### src/rtl/fpcc_pkg.sv
// Package: shared types, constants and lookup functions of the front-panel clock controller.
`default_nettype none
package fpcc_pkg;

    localparam int EFFECT_COUNT = 15;
    localparam logic [3:0] EFFECT_LAST = 4'(EFFECT_COUNT - 1);

    localparam logic [1:0] CFG_HOLD_THRESHOLD = 2'd0;
    localparam logic [1:0] CFG_BLINK_DIVIDE   = 2'd1;
    localparam logic [1:0] CFG_RAMP_TOP       = 2'd2;

    localparam logic [11:0] HOLD_THRESHOLD_RST = 12'd200;
    localparam logic [7:0]  BLINK_DIVIDE_RST   = 8'h20;
    localparam logic [9:0]  RAMP_TOP_RST       = 10'h3ff;

    localparam logic [1:0] ADJ_NONE    = 2'd0;
    localparam logic [1:0] ADJ_HOURS   = 2'd1;
    localparam logic [1:0] ADJ_MINUTES = 2'd2;

    localparam logic [1:0] GROUP_ONE = 2'b01;
    localparam logic [1:0] GROUP_TWO = 2'b10;

    typedef enum logic [2:0] {
        OP_SECOND  = 3'd0,
        OP_FAST    = 3'd1,
        OP_POWER   = 3'd2,
        OP_CHAN1   = 3'd3,
        OP_CHAN2   = 3'd4,
        OP_NEXT    = 3'd5,
        OP_PREV    = 3'd6,
        OP_LOWVOLT = 3'd7
    } t_opcode;

    typedef struct packed {
        logic        valid;
        t_opcode     opcode;
        logic [11:0] hold_ticks;
    } t_event;

    typedef struct packed {
        logic [5:0] selector_lines;
        logic [3:0] effect_code;
        logic [3:0] effect_index;
        logic       amp_on;
        logic [9:0] ramp_duty;
        logic [4:0] hours;
        logic [5:0] minutes;
        logic [5:0] seconds;
        logic [1:0] adjust_mode;
        logic       powered;
        logic       asleep;
    } t_result;

    function automatic logic [5:0] key_one(input logic [1:0] pos);
        logic [5:0] k;
        case (pos)
            2'd0:    k = 6'd1;
            2'd1:    k = 6'd2;
            2'd2:    k = 6'd4;
            default: k = 6'd0;
        endcase
        return k;
    endfunction

    function automatic logic [5:0] key_two(input logic [1:0] pos);
        logic [5:0] k;
        case (pos)
            2'd0:    k = 6'd8;
            2'd1:    k = 6'd16;
            2'd2:    k = 6'd32;
            default: k = 6'd0;
        endcase
        return k;
    endfunction

    function automatic logic [3:0] effect_code(input logic [3:0] sel);
        logic [3:0] c;
        case (sel)
            4'd0:    c = 4'd9;
            4'd1:    c = 4'd13;
            4'd2:    c = 4'd5;
            4'd3:    c = 4'd1;
            4'd4:    c = 4'd0;
            4'd5:    c = 4'd4;
            4'd6:    c = 4'd6;
            4'd7:    c = 4'd2;
            4'd8:    c = 4'd15;
            4'd9:    c = 4'd11;
            4'd10:   c = 4'd3;
            4'd11:   c = 4'd10;
            4'd12:   c = 4'd14;
            4'd13:   c = 4'd7;
            4'd14:   c = 4'd8;
            default: c = 4'd0;
        endcase
        return c;
    endfunction

endpackage
`default_nettype wire

### src/rtl/fpcc_if.sv
// Interfaces: event request channel and result channel.
`default_nettype none
interface fpcc_in_if;
    logic                 valid;
    logic                 ready;
    fpcc_pkg::t_opcode    opcode;
    logic [11:0]          hold_ticks;

    modport source (output valid, output opcode, output hold_ticks, input ready);
    modport sink   (input valid, input opcode, input hold_ticks, output ready);
endinterface

interface fpcc_out_if;
    logic       valid;
    logic       ready;
    logic [5:0] selector_lines;
    logic [3:0] effect_code;
    logic [3:0] effect_index;
    logic       amp_on;
    logic [9:0] ramp_duty;
    logic [4:0] hours;
    logic [5:0] minutes;
    logic [5:0] seconds;
    logic [1:0] adjust_mode;
    logic       powered;
    logic       asleep;

    modport source (output valid, output selector_lines, output effect_code,
                    output effect_index, output amp_on, output ramp_duty, output hours,
                    output minutes, output seconds, output adjust_mode, output powered,
                    output asleep, input ready);
    modport sink   (input valid, input selector_lines, input effect_code,
                    input effect_index, input amp_on, input ramp_duty, input hours,
                    input minutes, input seconds, input adjust_mode, input powered,
                    input asleep, output ready);
endinterface
`default_nettype wire

### src/rtl/fpcc_in_stage.sv
// Input register: captures one event request and holds it until the core takes it.
`default_nettype none
module fpcc_in_stage (
    input  wire logic              i_clk,
    input  wire logic              i_rst_n,
    input  wire logic              i_valid,
    input  wire fpcc_pkg::t_opcode i_opcode,
    input  wire logic [11:0]       i_hold_ticks,
    output logic                   o_ready,
    input  wire logic              i_advance,
    output fpcc_pkg::t_event       o_event
);
    logic              r_valid;
    fpcc_pkg::t_opcode r_opcode;
    logic [11:0]       r_hold;

    assign o_ready = !r_valid || i_advance;

    always_ff @(posedge i_clk) begin
        if (!i_rst_n) begin
            r_valid <= 1'b0;
        end else if (o_ready) begin
            r_valid <= i_valid;
        end
    end

    always_ff @(posedge i_clk) begin
        if (o_ready && i_valid) begin
            r_opcode <= i_opcode;
            r_hold   <= i_hold_ticks;
        end
    end

    assign o_event = '{valid: r_valid, opcode: r_opcode, hold_ticks: r_hold};
endmodule
`default_nettype wire

### src/rtl/fpcc_core.sv
// Event core: panel state, clock, ramp, configuration registers and next-state logic.
`default_nettype none
module fpcc_core (
    input  wire logic             i_clk,
    input  wire logic             i_rst_n,
    input  wire logic             i_cfg_we,
    input  wire logic [1:0]       i_cfg_idx,
    input  wire logic [11:0]      i_cfg_data,
    input  wire fpcc_pkg::t_event i_event,
    input  wire logic             i_fire,
    output fpcc_pkg::t_result     o_result
);
    logic [11:0] r_hold_thr;
    logic [7:0]  r_blink_div;
    logic [9:0]  r_ramp_top;

    logic       r_power, n_power;
    logic       r_sleep, n_sleep;
    logic [5:0] r_line, n_line;
    logic [1:0] r_pos1, n_pos1;
    logic [1:0] r_pos2, n_pos2;
    logic [1:0] r_blink, n_blink;
    logic [3:0] r_effect, n_effect;
    logic [1:0] r_adjust, n_adjust;
    logic [4:0] r_hour, n_hour;
    logic [5:0] r_minute, n_minute;
    logic [5:0] r_second, n_second;
    logic [7:0] r_prescale, n_prescale;
    logic [9:0] r_duty, n_duty;
    logic       r_ramp_up, n_ramp_up;
    logic       r_ramp_down, n_ramp_down;
    logic       r_amp, n_amp;

    logic       awake;
    logic       long_press;
    logic [1:0] ch_bit;
    logic [1:0] ch_pos;

    always_ff @(posedge i_clk) begin
        if (!i_rst_n) begin
            r_hold_thr  <= fpcc_pkg::HOLD_THRESHOLD_RST;
            r_blink_div <= fpcc_pkg::BLINK_DIVIDE_RST;
            r_ramp_top  <= fpcc_pkg::RAMP_TOP_RST;
        end else if (i_cfg_we) begin
            case (i_cfg_idx)
                fpcc_pkg::CFG_HOLD_THRESHOLD: r_hold_thr  <= i_cfg_data;
                fpcc_pkg::CFG_BLINK_DIVIDE:   r_blink_div <= i_cfg_data[7:0];
                fpcc_pkg::CFG_RAMP_TOP:       r_ramp_top  <= i_cfg_data[9:0];
                default: ;
            endcase
        end
    end

    always_comb begin
        n_power     = r_power;
        n_sleep     = r_sleep;
        n_line      = r_line;
        n_pos1      = r_pos1;
        n_pos2      = r_pos2;
        n_blink     = r_blink;
        n_effect    = r_effect;
        n_adjust    = r_adjust;
        n_hour      = r_hour;
        n_minute    = r_minute;
        n_second    = r_second;
        n_prescale  = r_prescale;
        n_duty      = r_duty;
        n_ramp_up   = r_ramp_up;
        n_ramp_down = r_ramp_down;
        n_amp       = r_amp;

        awake      = !r_sleep;
        long_press = i_event.hold_ticks > r_hold_thr;
        ch_bit     = (i_event.opcode == fpcc_pkg::OP_CHAN1) ? fpcc_pkg::GROUP_ONE
                                                            : fpcc_pkg::GROUP_TWO;
        ch_pos     = (i_event.opcode == fpcc_pkg::OP_CHAN1) ? r_pos1 : r_pos2;

        case (i_event.opcode)
            fpcc_pkg::OP_SECOND: begin
                if (r_second >= 6'd59) begin
                    n_second = 6'd0;
                    if (r_minute >= 6'd59) begin
                        n_minute = 6'd0;
                        n_hour   = (r_hour >= 5'd23) ? 5'd0 : r_hour + 5'd1;
                    end else begin
                        n_minute = r_minute + 6'd1;
                    end
                end else begin
                    n_second = r_second + 6'd1;
                end
                n_sleep = 1'b0;
            end
            fpcc_pkg::OP_FAST: if (awake) begin
                n_prescale = r_prescale + 8'd1;
                if (n_prescale == r_blink_div) begin
                    if (r_blink[0]) n_line = n_line ^ fpcc_pkg::key_one(r_pos1);
                    if (r_blink[1]) n_line = n_line ^ fpcc_pkg::key_two(r_pos2);
                    n_prescale = 8'd0;
                end
                if (r_ramp_up) begin
                    if (r_duty < r_ramp_top) n_duty = r_duty + 10'd1;
                    if (n_duty >= r_ramp_top) n_ramp_up = 1'b0;
                end
                if (r_ramp_down) begin
                    if (n_duty != 10'd0) n_duty = n_duty - 10'd1;
                    if (n_duty == 10'd0) n_ramp_down = 1'b0;
                end
            end
            fpcc_pkg::OP_POWER: if (awake) begin
                if (!r_power) begin
                    n_amp       = 1'b1;
                    n_power     = 1'b1;
                    n_effect    = 4'd0;
                    n_line      = fpcc_pkg::key_one(r_pos1) + fpcc_pkg::key_two(r_pos2);
                    n_ramp_down = 1'b0;
                    n_ramp_up   = 1'b1;
                end else begin
                    n_amp       = 1'b0;
                    n_power     = 1'b0;
                    n_line      = 6'd0;
                    n_blink     = 2'b00;
                    n_pos1      = 2'd0;
                    n_pos2      = 2'd0;
                    n_ramp_up   = 1'b0;
                    n_ramp_down = 1'b1;
                end
                n_adjust = fpcc_pkg::ADJ_NONE;
            end
            fpcc_pkg::OP_CHAN1, fpcc_pkg::OP_CHAN2: if (awake && r_power) begin
                if ((r_blink & ch_bit) != 2'b00) begin
                    if (long_press) begin
                        n_blink = r_blink & ~ch_bit;
                        if (n_blink == 2'b00) n_amp = 1'b1;
                    end else if (ch_bit == fpcc_pkg::GROUP_ONE) begin
                        n_pos1 = (ch_pos >= 2'd2) ? 2'd0 : ch_pos + 2'd1;
                    end else begin
                        n_pos2 = (ch_pos >= 2'd2) ? 2'd0 : ch_pos + 2'd1;
                    end
                    n_line = fpcc_pkg::key_one(n_pos1) + fpcc_pkg::key_two(n_pos2);
                end else begin
                    n_blink = r_blink | ch_bit;
                    n_amp   = 1'b0;
                end
            end
            fpcc_pkg::OP_NEXT: if (awake && r_power) begin
                if (long_press) begin
                    n_adjust = (r_adjust ^ fpcc_pkg::ADJ_MINUTES) & fpcc_pkg::ADJ_MINUTES;
                end else begin
                    if (r_adjust[0]) begin
                        n_hour   = (r_hour >= 5'd23) ? 5'd0 : r_hour + 5'd1;
                        n_second = 6'd0;
                    end
                    if (r_adjust[1]) begin
                        n_minute = (r_minute >= 6'd59) ? 6'd0 : r_minute + 6'd1;
                        n_second = 6'd0;
                    end
                    if (r_adjust == fpcc_pkg::ADJ_NONE) begin
                        n_effect = (5'(r_effect) + 5'd1 >= 5'(fpcc_pkg::EFFECT_COUNT))
                                 ? 4'd0 : r_effect + 4'd1;
                    end
                end
            end
            fpcc_pkg::OP_PREV: if (awake && r_power) begin
                if (long_press) begin
                    n_adjust = (r_adjust ^ fpcc_pkg::ADJ_HOURS) & fpcc_pkg::ADJ_HOURS;
                end else begin
                    if (r_adjust[0]) begin
                        n_hour   = (r_hour == 5'd0 || r_hour > 5'd23) ? 5'd23 : r_hour - 5'd1;
                        n_second = 6'd0;
                    end
                    if (r_adjust[1]) begin
                        n_minute = (r_minute == 6'd0 || r_minute > 6'd59)
                                 ? 6'd59 : r_minute - 6'd1;
                        n_second = 6'd0;
                    end
                    if (r_adjust == fpcc_pkg::ADJ_NONE) begin
                        n_effect = (r_effect == 4'd0
                                    || 5'(r_effect) >= 5'(fpcc_pkg::EFFECT_COUNT))
                                 ? fpcc_pkg::EFFECT_LAST : r_effect - 4'd1;
                    end
                end
            end
            fpcc_pkg::OP_LOWVOLT: begin
                n_blink     = 2'b00;
                n_power     = 1'b0;
                n_ramp_up   = 1'b0;
                n_ramp_down = 1'b0;
                n_duty      = 10'd0;
                n_line      = 6'd0;
                n_amp       = 1'b0;
                n_sleep     = 1'b1;
                n_adjust    = fpcc_pkg::ADJ_NONE;
                n_pos1      = 2'd0;
                n_pos2      = 2'd0;
            end
            default: ;
        endcase

        o_result.selector_lines = n_line;
        o_result.effect_code    = n_sleep ? 4'd0 : fpcc_pkg::effect_code(n_effect);
        o_result.effect_index   = n_effect;
        o_result.amp_on         = n_amp;
        o_result.ramp_duty      = n_duty;
        o_result.hours          = n_hour;
        o_result.minutes        = n_minute;
        o_result.seconds        = n_second;
        o_result.adjust_mode    = n_adjust;
        o_result.powered        = n_power;
        o_result.asleep         = n_sleep;
    end

    always_ff @(posedge i_clk) begin
        if (!i_rst_n) begin
            r_power     <= 1'b0;
            r_sleep     <= 1'b0;
            r_line      <= 6'd0;
            r_pos1      <= 2'd0;
            r_pos2      <= 2'd0;
            r_blink     <= 2'b00;
            r_effect    <= 4'd0;
            r_adjust    <= fpcc_pkg::ADJ_NONE;
            r_hour      <= 5'd0;
            r_minute    <= 6'd0;
            r_second    <= 6'd0;
            r_prescale  <= 8'd0;
            r_duty      <= 10'd0;
            r_ramp_up   <= 1'b0;
            r_ramp_down <= 1'b0;
            r_amp       <= 1'b0;
        end else if (i_fire) begin
            r_power     <= n_power;
            r_sleep     <= n_sleep;
            r_line      <= n_line;
            r_pos1      <= n_pos1;
            r_pos2      <= n_pos2;
            r_blink     <= n_blink;
            r_effect    <= n_effect;
            r_adjust    <= n_adjust;
            r_hour      <= n_hour;
            r_minute    <= n_minute;
            r_second    <= n_second;
            r_prescale  <= n_prescale;
            r_duty      <= n_duty;
            r_ramp_up   <= n_ramp_up;
            r_ramp_down <= n_ramp_down;
            r_amp       <= n_amp;
        end
    end
endmodule
`default_nettype wire

### src/rtl/front_panel_clock_controller.sv
// Top level: front-panel clock controller with input register, event core and result register.
//
//   channel   direction  handshake          payload
//   i_req     in         valid / ready      opcode, hold_ticks
//   o_res     out        valid / ready      panel lines, effect, duty, clock, modes
//   cfg       in         i_cfg_we only      i_cfg_idx, i_cfg_data
//
// One event per cycle sustained while results are taken; a request goes into the input
// register, then a single-pass update carries it into the result register.
// A waiting result freezes the core; the input register holds one more request, then
// ready drops until the result is taken.
// Synchronous active-low reset; the state update loop in the core sets the rate.
`default_nettype none
module front_panel_clock_controller (
    input  wire logic        i_clk,
    input  wire logic        i_rst_n,
    fpcc_in_if.sink          i_req,
    fpcc_out_if.source       o_res,
    input  wire logic        i_cfg_we,
    input  wire logic [1:0]  i_cfg_idx,
    input  wire logic [11:0] i_cfg_data
);
    fpcc_pkg::t_event  ev;
    fpcc_pkg::t_result core_result;
    fpcc_pkg::t_result r_result;
    logic              r_out_valid;
    logic              advance;
    logic              fire;

    // hold the result until taken; take the next event in the same cycle it leaves
    assign advance = !r_out_valid || o_res.ready;
    assign fire    = ev.valid && advance;

    fpcc_in_stage u_in_stage (
        .i_clk        (i_clk),
        .i_rst_n      (i_rst_n),
        .i_valid      (i_req.valid),
        .i_opcode     (i_req.opcode),
        .i_hold_ticks (i_req.hold_ticks),
        .o_ready      (i_req.ready),
        .i_advance    (advance),
        .o_event      (ev)
    );

    fpcc_core u_core (
        .i_clk      (i_clk),
        .i_rst_n    (i_rst_n),
        .i_cfg_we   (i_cfg_we),
        .i_cfg_idx  (i_cfg_idx),
        .i_cfg_data (i_cfg_data),
        .i_event    (ev),
        .i_fire     (fire),
        .o_result   (core_result)
    );

    always_ff @(posedge i_clk) begin
        if (!i_rst_n) begin
            r_out_valid <= 1'b0;
        end else if (advance) begin
            r_out_valid <= ev.valid;
        end
    end

    always_ff @(posedge i_clk) begin
        if (fire) begin
            r_result <= core_result;
        end
    end

    assign o_res.valid          = r_out_valid;
    assign o_res.selector_lines = r_result.selector_lines;
    assign o_res.effect_code    = r_result.effect_code;
    assign o_res.effect_index   = r_result.effect_index;
    assign o_res.amp_on         = r_result.amp_on;
    assign o_res.ramp_duty      = r_result.ramp_duty;
    assign o_res.hours          = r_result.hours;
    assign o_res.minutes        = r_result.minutes;
    assign o_res.seconds        = r_result.seconds;
    assign o_res.adjust_mode    = r_result.adjust_mode;
    assign o_res.powered        = r_result.powered;
    assign o_res.asleep         = r_result.asleep;
endmodule
`default_nettype wire
### src/flat_wrapper.sv
// flat-port wrapper written by rule: the top's interface ports become plain ports
module front_panel_clock_controller_flat 
  (i_clk, i_rst_n, i_cfg_we, i_cfg_idx, i_cfg_data, i_req_valid, i_req_opcode, i_req_hold_ticks, i_req_ready, o_res_valid, o_res_selector_lines, o_res_effect_code, o_res_effect_index, o_res_amp_on, o_res_ramp_duty, o_res_hours, o_res_minutes, o_res_seconds, o_res_adjust_mode, o_res_powered, o_res_asleep, o_res_ready);
  fpcc_in_if i_req_i ();
  fpcc_out_if o_res_i ();
  input  wire logic i_clk;
  input  wire logic i_rst_n;
  input  wire logic i_cfg_we;
  input  wire logic [1:0] i_cfg_idx;
  input  wire logic [11:0] i_cfg_data;
  input wire logic [$bits(i_req_i.valid)-1:0] i_req_valid;
  input wire logic [$bits(i_req_i.opcode)-1:0] i_req_opcode;
  input wire logic [$bits(i_req_i.hold_ticks)-1:0] i_req_hold_ticks;
  output wire logic [$bits(i_req_i.ready)-1:0] i_req_ready;
  output wire logic [$bits(o_res_i.valid)-1:0] o_res_valid;
  output wire logic [$bits(o_res_i.selector_lines)-1:0] o_res_selector_lines;
  output wire logic [$bits(o_res_i.effect_code)-1:0] o_res_effect_code;
  output wire logic [$bits(o_res_i.effect_index)-1:0] o_res_effect_index;
  output wire logic [$bits(o_res_i.amp_on)-1:0] o_res_amp_on;
  output wire logic [$bits(o_res_i.ramp_duty)-1:0] o_res_ramp_duty;
  output wire logic [$bits(o_res_i.hours)-1:0] o_res_hours;
  output wire logic [$bits(o_res_i.minutes)-1:0] o_res_minutes;
  output wire logic [$bits(o_res_i.seconds)-1:0] o_res_seconds;
  output wire logic [$bits(o_res_i.adjust_mode)-1:0] o_res_adjust_mode;
  output wire logic [$bits(o_res_i.powered)-1:0] o_res_powered;
  output wire logic [$bits(o_res_i.asleep)-1:0] o_res_asleep;
  input wire logic [$bits(o_res_i.ready)-1:0] o_res_ready;
  assign i_req_i.valid = i_req_valid;
  assign i_req_i.opcode = i_req_opcode;
  assign i_req_i.hold_ticks = i_req_hold_ticks;
  assign i_req_ready = i_req_i.ready;
  assign o_res_valid = o_res_i.valid;
  assign o_res_selector_lines = o_res_i.selector_lines;
  assign o_res_effect_code = o_res_i.effect_code;
  assign o_res_effect_index = o_res_i.effect_index;
  assign o_res_amp_on = o_res_i.amp_on;
  assign o_res_ramp_duty = o_res_i.ramp_duty;
  assign o_res_hours = o_res_i.hours;
  assign o_res_minutes = o_res_i.minutes;
  assign o_res_seconds = o_res_i.seconds;
  assign o_res_adjust_mode = o_res_i.adjust_mode;
  assign o_res_powered = o_res_i.powered;
  assign o_res_asleep = o_res_i.asleep;
  assign o_res_i.ready = o_res_ready;
  front_panel_clock_controller u_core (.i_clk(i_clk), .i_rst_n(i_rst_n), .i_req(i_req_i), .o_res(o_res_i), .i_cfg_we(i_cfg_we), .i_cfg_idx(i_cfg_idx), .i_cfg_data(i_cfg_data));
endmodule
### config.mk
export PLATFORM = sky130hd
export DESIGN_NAME = front_panel_clock_controller_flat
export DESIGN_NICKNAME = d
export VERILOG_FILES = /design/src/rtl/fpcc_pkg.sv /design/src/rtl/fpcc_if.sv /design/src/rtl/fpcc_in_stage.sv /design/src/rtl/fpcc_core.sv /design/src/rtl/front_panel_clock_controller.sv /design/src/flat_wrapper.sv
export SDC_FILE = /design/constraint.sdc
export NUM_CORES = 1
export LEC_CHECK = 0
export BUFFER_PORTS_ARGS = -buffer_cell sky130_fd_sc_hd__buf_4
export CORE_MARGIN = 4
export CORE_UTILIZATION = 55
export CTS_CLUSTER_SIZE = 14
export DETAILED_ROUTE_END_ITERATION = 8
export PLACE_DENSITY = 0.74
export SKIP_CTS_REPAIR_TIMING = 1
export SLEW_MARGIN = 20
export SYNTH_ARGS = -nofsm -noshare
export SYNTH_HDL_FRONTEND = slang
export SYNTH_SLANG_ARGS = --single-unit
### constraint.sdc
create_clock -name i_clk -period 9.94 [get_ports i_clk]
set_input_delay 1.988 -clock i_clk [delete_from_list [all_inputs] [get_ports i_clk]]
set_output_delay 1.988 -clock i_clk [all_outputs]
set_load 0.005 [all_outputs]
# == After elaboration in Yosys (flattened, before gate mapping) ==
# Memory sizes are Yosys's and may differ from the RTL's. A register that Yosys moved wholly into a read port is not among the register bits.
# Index checks and enable logic that the tools add are counted.
# totals
mem_count,1
register_bits,147
input_bits,34
romBits,64
# op_classes
n_eq_ne,25
bitwise,9
mux,141
magnitude_cmp,11
addsub,14
n_reduce_logical,36
# memory_table
memory,words,width,rd,rd_clocked_by_memory_dff,write_ports,line,rtl
(no name shown),16,4,1,1,0,fpcc_pkg.sv:78,case (sel)
# op_table
cell,n
$mux 6,45
$mux 10,13
$mux 2,27
$pmux 6 s3,3
$mux 5,10
$mux 4,10
$pmux 6 s4,1
$pmux 10 s2,1
$pmux 2 s3,3
$pmux 3 s3,2
$mux 1,16
$pmux 5 s3,1
$logic_not 2->1,7
$add 6x1->6 const B,2
$add 6x6->6,2
$eq 2x1->1 const B,6
$eq 3x3->1 const B,4
$ge 6x6->1 const B,2
$gt 12x12->1,1
$pmux 4 s3,1
$pmux 6 s2,1
$reduce_and 6->1,2
$xor 6x6->6,2
$add 10x1->10 const B,1
other kinds (46),73

# == Longest topological paths before layout ==
# logic_depth
depth_word,18
mapped_depth,18

# == Modules after synthesis ==
# Synthesis repeated with hierarchy kept, for this count alone.
# unflattened
hier_cells,1130
hier_area_um2,9615.5
# modules_own_cells
module,n_inst,cells_per_inst,area_per_inst_um2
fpcc_core,1,1058,7661.1
front_panel_clock_controller,1,51,1438.9
fpcc_in_stage,1,21,515.5

# == Least setup slack after synthesis ==
# No wires, ideal clock.
# synth_path
path_type,input port to flip-flop
startpoint,in o_res_ready
endpoint,reg u_core.u_core.r_minute[3]
setup_slack_ps,5268
stages,7
arrival_ps,4439
t_required_ps,9707
setup_time_ps,233
path_cell_list,nor2b_1 -> nand2b_1 -> clkbuf_1 -> inv_1 -> clkbuf_1 -> clkbuf_1 -> a41oi_1
# synth_between
elab_chain_len,2
# synth_rtl
item,line,rtl
start: declaration,flat_wrapper.sv:27,input wire logic [$bits(o_res_i.ready)-1:0] o_res_ready;
$logic_or 1x1->1,front_panel_clock_controller.sv:31,assign advance = !r_out_valid || o_res.ready;
$logic_and 1x1->1,front_panel_clock_controller.sv:32,assign fire = ev.valid && advance;
via u_core.fire,front_panel_clock_controller.sv:28,logic fire;
end signal: assignment,fpcc_core.sv:240,r_minute <= n_minute;
end: declaration,fpcc_core.sv:26,"logic [5:0] r_minute, n_minute;"
# The timed path passes the listed nets, and every way through them passes these cells.
# A chain may end at the register's enable or synchronous reset.

# == Worst setup path in the final report ==
# layout_path
startpoint,in o_res_ready
endpoint,out i_req_ready
# layout_between
elab_chain_len,2
# layout_rtl
item,line,rtl
$logic_or 1x1->1,front_panel_clock_controller.sv:31,
$logic_or 1x1->1,fpcc_in_stage.sv:17,assign o_ready = !r_valid || i_advance;
end: declaration,flat_wrapper.sv:14,output wire logic [$bits(i_req_i.ready)-1:0] i_req_ready;
# Every way passes these cells.

==> run summary <==
CTS tree = built
chip height = 140 um
number of global-route vias before repair = 8,434
CORE AREA = 0.0172 mm2
outcome = finished clean
number of CTS-inserted buffers = 17
Clock Skew = 0.0111 ns
number of synthesized register bits = 151
post-layout min period = 4.53 ns
diodes inserted = 0
crit start category = primary input
worst hold start = u_core.u_core.r_hold_thr[1]$_SDFFE_PN0P_
R2R Setup Slk = 5.61 ns
Overall Power = 1520 uW
iteration count of the initial detailed-routing pass = 8
Max Freq = 0.221 GHz
total routed wirelength = 24,900 um
post-synth top area share = 19.0%
switch share = 27.8%
P_int = 1100 uW
post-synthesis sequential area ratio = 37.7%
worst hold stages = 2
area grow syn2layout = 13.0%
initial antenna violation count = 0
Primary FF master, synth = dfxtp_1
fill cell total of the finished layout = 1,540
routed vias = 8,813
Synth cell types = 89
Post-DP HPWL = 17,700 um
critical path cell sequence = buf_4 -> nor2b_1 -> nand2_1 -> buf_4
Setup Slack @ Placement = 5.40 ns
Final WS setup = 5.41 ns
WP data required = 7.95 ns
most area-consuming cells after synthesis = edfxtp_1 19%, dfxtp_1 19%, ha_1 6.4%, nand2_1 5.2%, a21oi_1 4.0%
Final Wtd Congestion = 0.958
Setup TNS = 0 ns
Slew Limit Headroom = 33.0%
Crit Path Class = primary input to output port
Clk pwr share = 41.7%
post-synthesis async set-or-reset flop share = 0%
synthesized area = 0.00964 mm2
Die X-Extent = 140 um
GRT Residual Overflow = 0
total of warnings raised by yosys = 0
layout cell share with drive strength beyond 1 = 12.3%
proportion of power drawn by flip-flops and latches = 45.9%
pin count of the biggest net entering global routing = 92
RSZ-0062 raised after global routing = no
Clk pin slew, worst setup/hold paths = 0.07 ns
Arr. time, crit path = 2.55 ns
clk sink count = 151
Max clock buf depth = 2
starting density of the core = 55.9%
area leader, netlist = edfxtp_1
slowest CP cell = nor2b_1
final net count = 1,278
Max-Cap Viols = 0
delay-heaviest family, CP = simple AND/OR/NAND/NOR gates
CP Capture Type = output port
row cnt = 48
Power Dens Cells = 140 mW/mm2
routed wire length per instance = 17.3 um
number of flops mapped to enable cells by yosys = 61
Mapped Avg Cell Area = 8.37 um2
FF-to-FF End = u_core.u_core.r_ramp_down$_SDFFE_PN0P_
final antenna-violating net count = 0
Critical R2R Launch = u_core.u_core.r_duty[3]$_SDFFE_PN0P_
Total Die Area = 0.0197 mm2
critical path peak fanout = 4
Final Setup Violations = 0
io pins = 82
Final Cycle Share = 45.6%
Via density = 6.15
synthesized instance count = 1,152
crit-path max cell delay = 0.21 ns
first-pass GRT wire length = 41,500 um
part of the power in combinational logic = 12.5%
CTS root buffer = clkbuf_16
Leak = 0.00429 uW
post-route DRC violation count = 0
r2r worst-path depth = 14
syn_nets = 1,235
WP buf/inv = 2
Worst Hold Endpoint = u_core.u_core.r_hold_thr[1]$_SDFFE_PN0P_
Max Slew Vio Count = 0
Final Hold Viols = 0
DRT iter0 DRCs = 702
Clock Latency Late Sink = 0.44 ns
Total GRT Usage = 25.5%
NetSw = 422 uW
Slew @ Worst Pin = 1.00 ns
IO Port Bufs = 81
CTS H-tree depth = 4
most used cell, CP = buf_4
VDD IR max = 0.000125 V
min-delay worst type = flop to flop
power groups by stage:
stage	logic, uW	clock network (uW)	registers [uW]
floorplan	134	0	698
global placement	184	0	710
detailed placement	188	0	710
CTS	189	640	697
global route	213	668	701
finish	190	633	697
stage by stage:
step                std cells  hold slack (ns)  area [um2]  utilization, %
finish                   1433            0.459       10900            63.2
CTS                      1433            0.459       10900            63.2
global placement         1401            0.444       10300            59.9
floorplan                1152            0.436        9640               -
detailed placement       1401            0.451       10300            59.9
global route             1433            0.476       10900            63.2
synth_stat cells, drive strengths merged (9+ instances only):
master,n
clkbuf,52
nor3,31
o211ai,16
nor2,100
o31ai,10
o22ai,9
a211oi,9
a21o,11
xnor2,35
ha,49
or3,19
a21oi,79
and2,17
a31oi,28
o21ai,80
nand2b,12
xor2,11
nor2b,11
dfxtp,90
buf,12
nand3,41
and3,12
mux2i,12
edfxtp,61
inv,57
nand4,22
nand2,133
layer usage:
metal / global-route usage, % / up-vias / part of all wire (%)
li1: - / 4329 / -
met5: 0 / - / 0
met2: 42.5 / 304 / 48
met4: 9.48 / 0 / 2.6
met3: 4.37 / 54 / 5.9
met1: 33.3 / 4126 / 43
area by class of cell:
type,count,area [um2],area share (%)
multi-input cells,876,5520,50.7
clock inverters,15,145,1.33
repair buffers,88,661,6.06
clock buffers,17,425,3.90
flip-flops and latches,151,3630,33.3
well taps,225,282,2.58
inverters,61,230,2.11
state kept, by name, indices dropped and copies added (netlist names), 5 cells and up:
signal / count
u_core.o_res.minutes: 6
u_core.u_core.r_second: 6
u_core.u_core.r_hour: 5
u_core.o_res.hours: 5
u_core.u_core.r_line: 6
u_core.o_res.selector_lines: 6
u_core.u_core.r_ramp_top: 10
u_core.u_core.r_prescale: 8
u_core.u_core.r_duty: 10
u_core.u_core.r_hold_thr: 12
u_core.u_core.r_blink_div: 8
u_core.o_res.seconds: 6
u_core.u_in_stage.r_hold: 12
u_core.o_res.ramp_duty: 10
u_core.u_core.r_minute: 6
worst max-delay path by stage:
stage / startpoint / endpoint / slack, ns / cells after the start
after floorplan: o_res_ready / u_core.u_core.r_minute[3]$_SDFFE_PN0P_ / 5.27 / 7
after global placement: o_res_ready / i_req_ready / 5.44 / 4
after detailed placement: o_res_ready / i_req_ready / 5.40 / 4
after CTS: o_res_ready / i_req_ready / 5.40 / 4
after global routing: u_core.u_core.r_duty[3]$_SDFFE_PN0P_ / u_core.u_core.r_ramp_down$_SDFFE_PN0P_ / 5.25 / 14
final: o_res_ready / i_req_ready / 5.41 / 4
worst min-delay path, delay by kind of cell (launching register included):
family	cells	cell delay (ns)
simple gates	1	0.05
flops	1	0.31
compound gates	1	0.05
cell usage in the layout (no fill, tap or decap), drive strengths merged, types with 17 or more instances in the layout:
cell    synthesis  final
nand2         133    133
nor2          100    100
dfxtp          90     90
buf            12     88
o21ai          80     80
a21oi          79     79
edfxtp         61     61
inv            57     61
ha             49     49
nand3          41     41
xnor2          35     35
nor3           31     31
a31oi          28     28
nand4          22     22
or3            19     19
clkbuf         52     17
and2           17     17
logic make-up after synthesis:
| kind of cell | count (synthesis) | synth area share (%) |
|---|---|---|
| xor+xnor | 46 | 4.18 |
| compound gates | 333 | 23.3 |
| simple gates | 433 | 21.8 |
| fa+ha+maj | 50 | 6.46 |
| flops | 151 | 37.7 |
| buf+inv | 125 | 5.05 |
| mux | 14 | 1.48 |
Note: power is estimated with default switching activity, not from simulation.
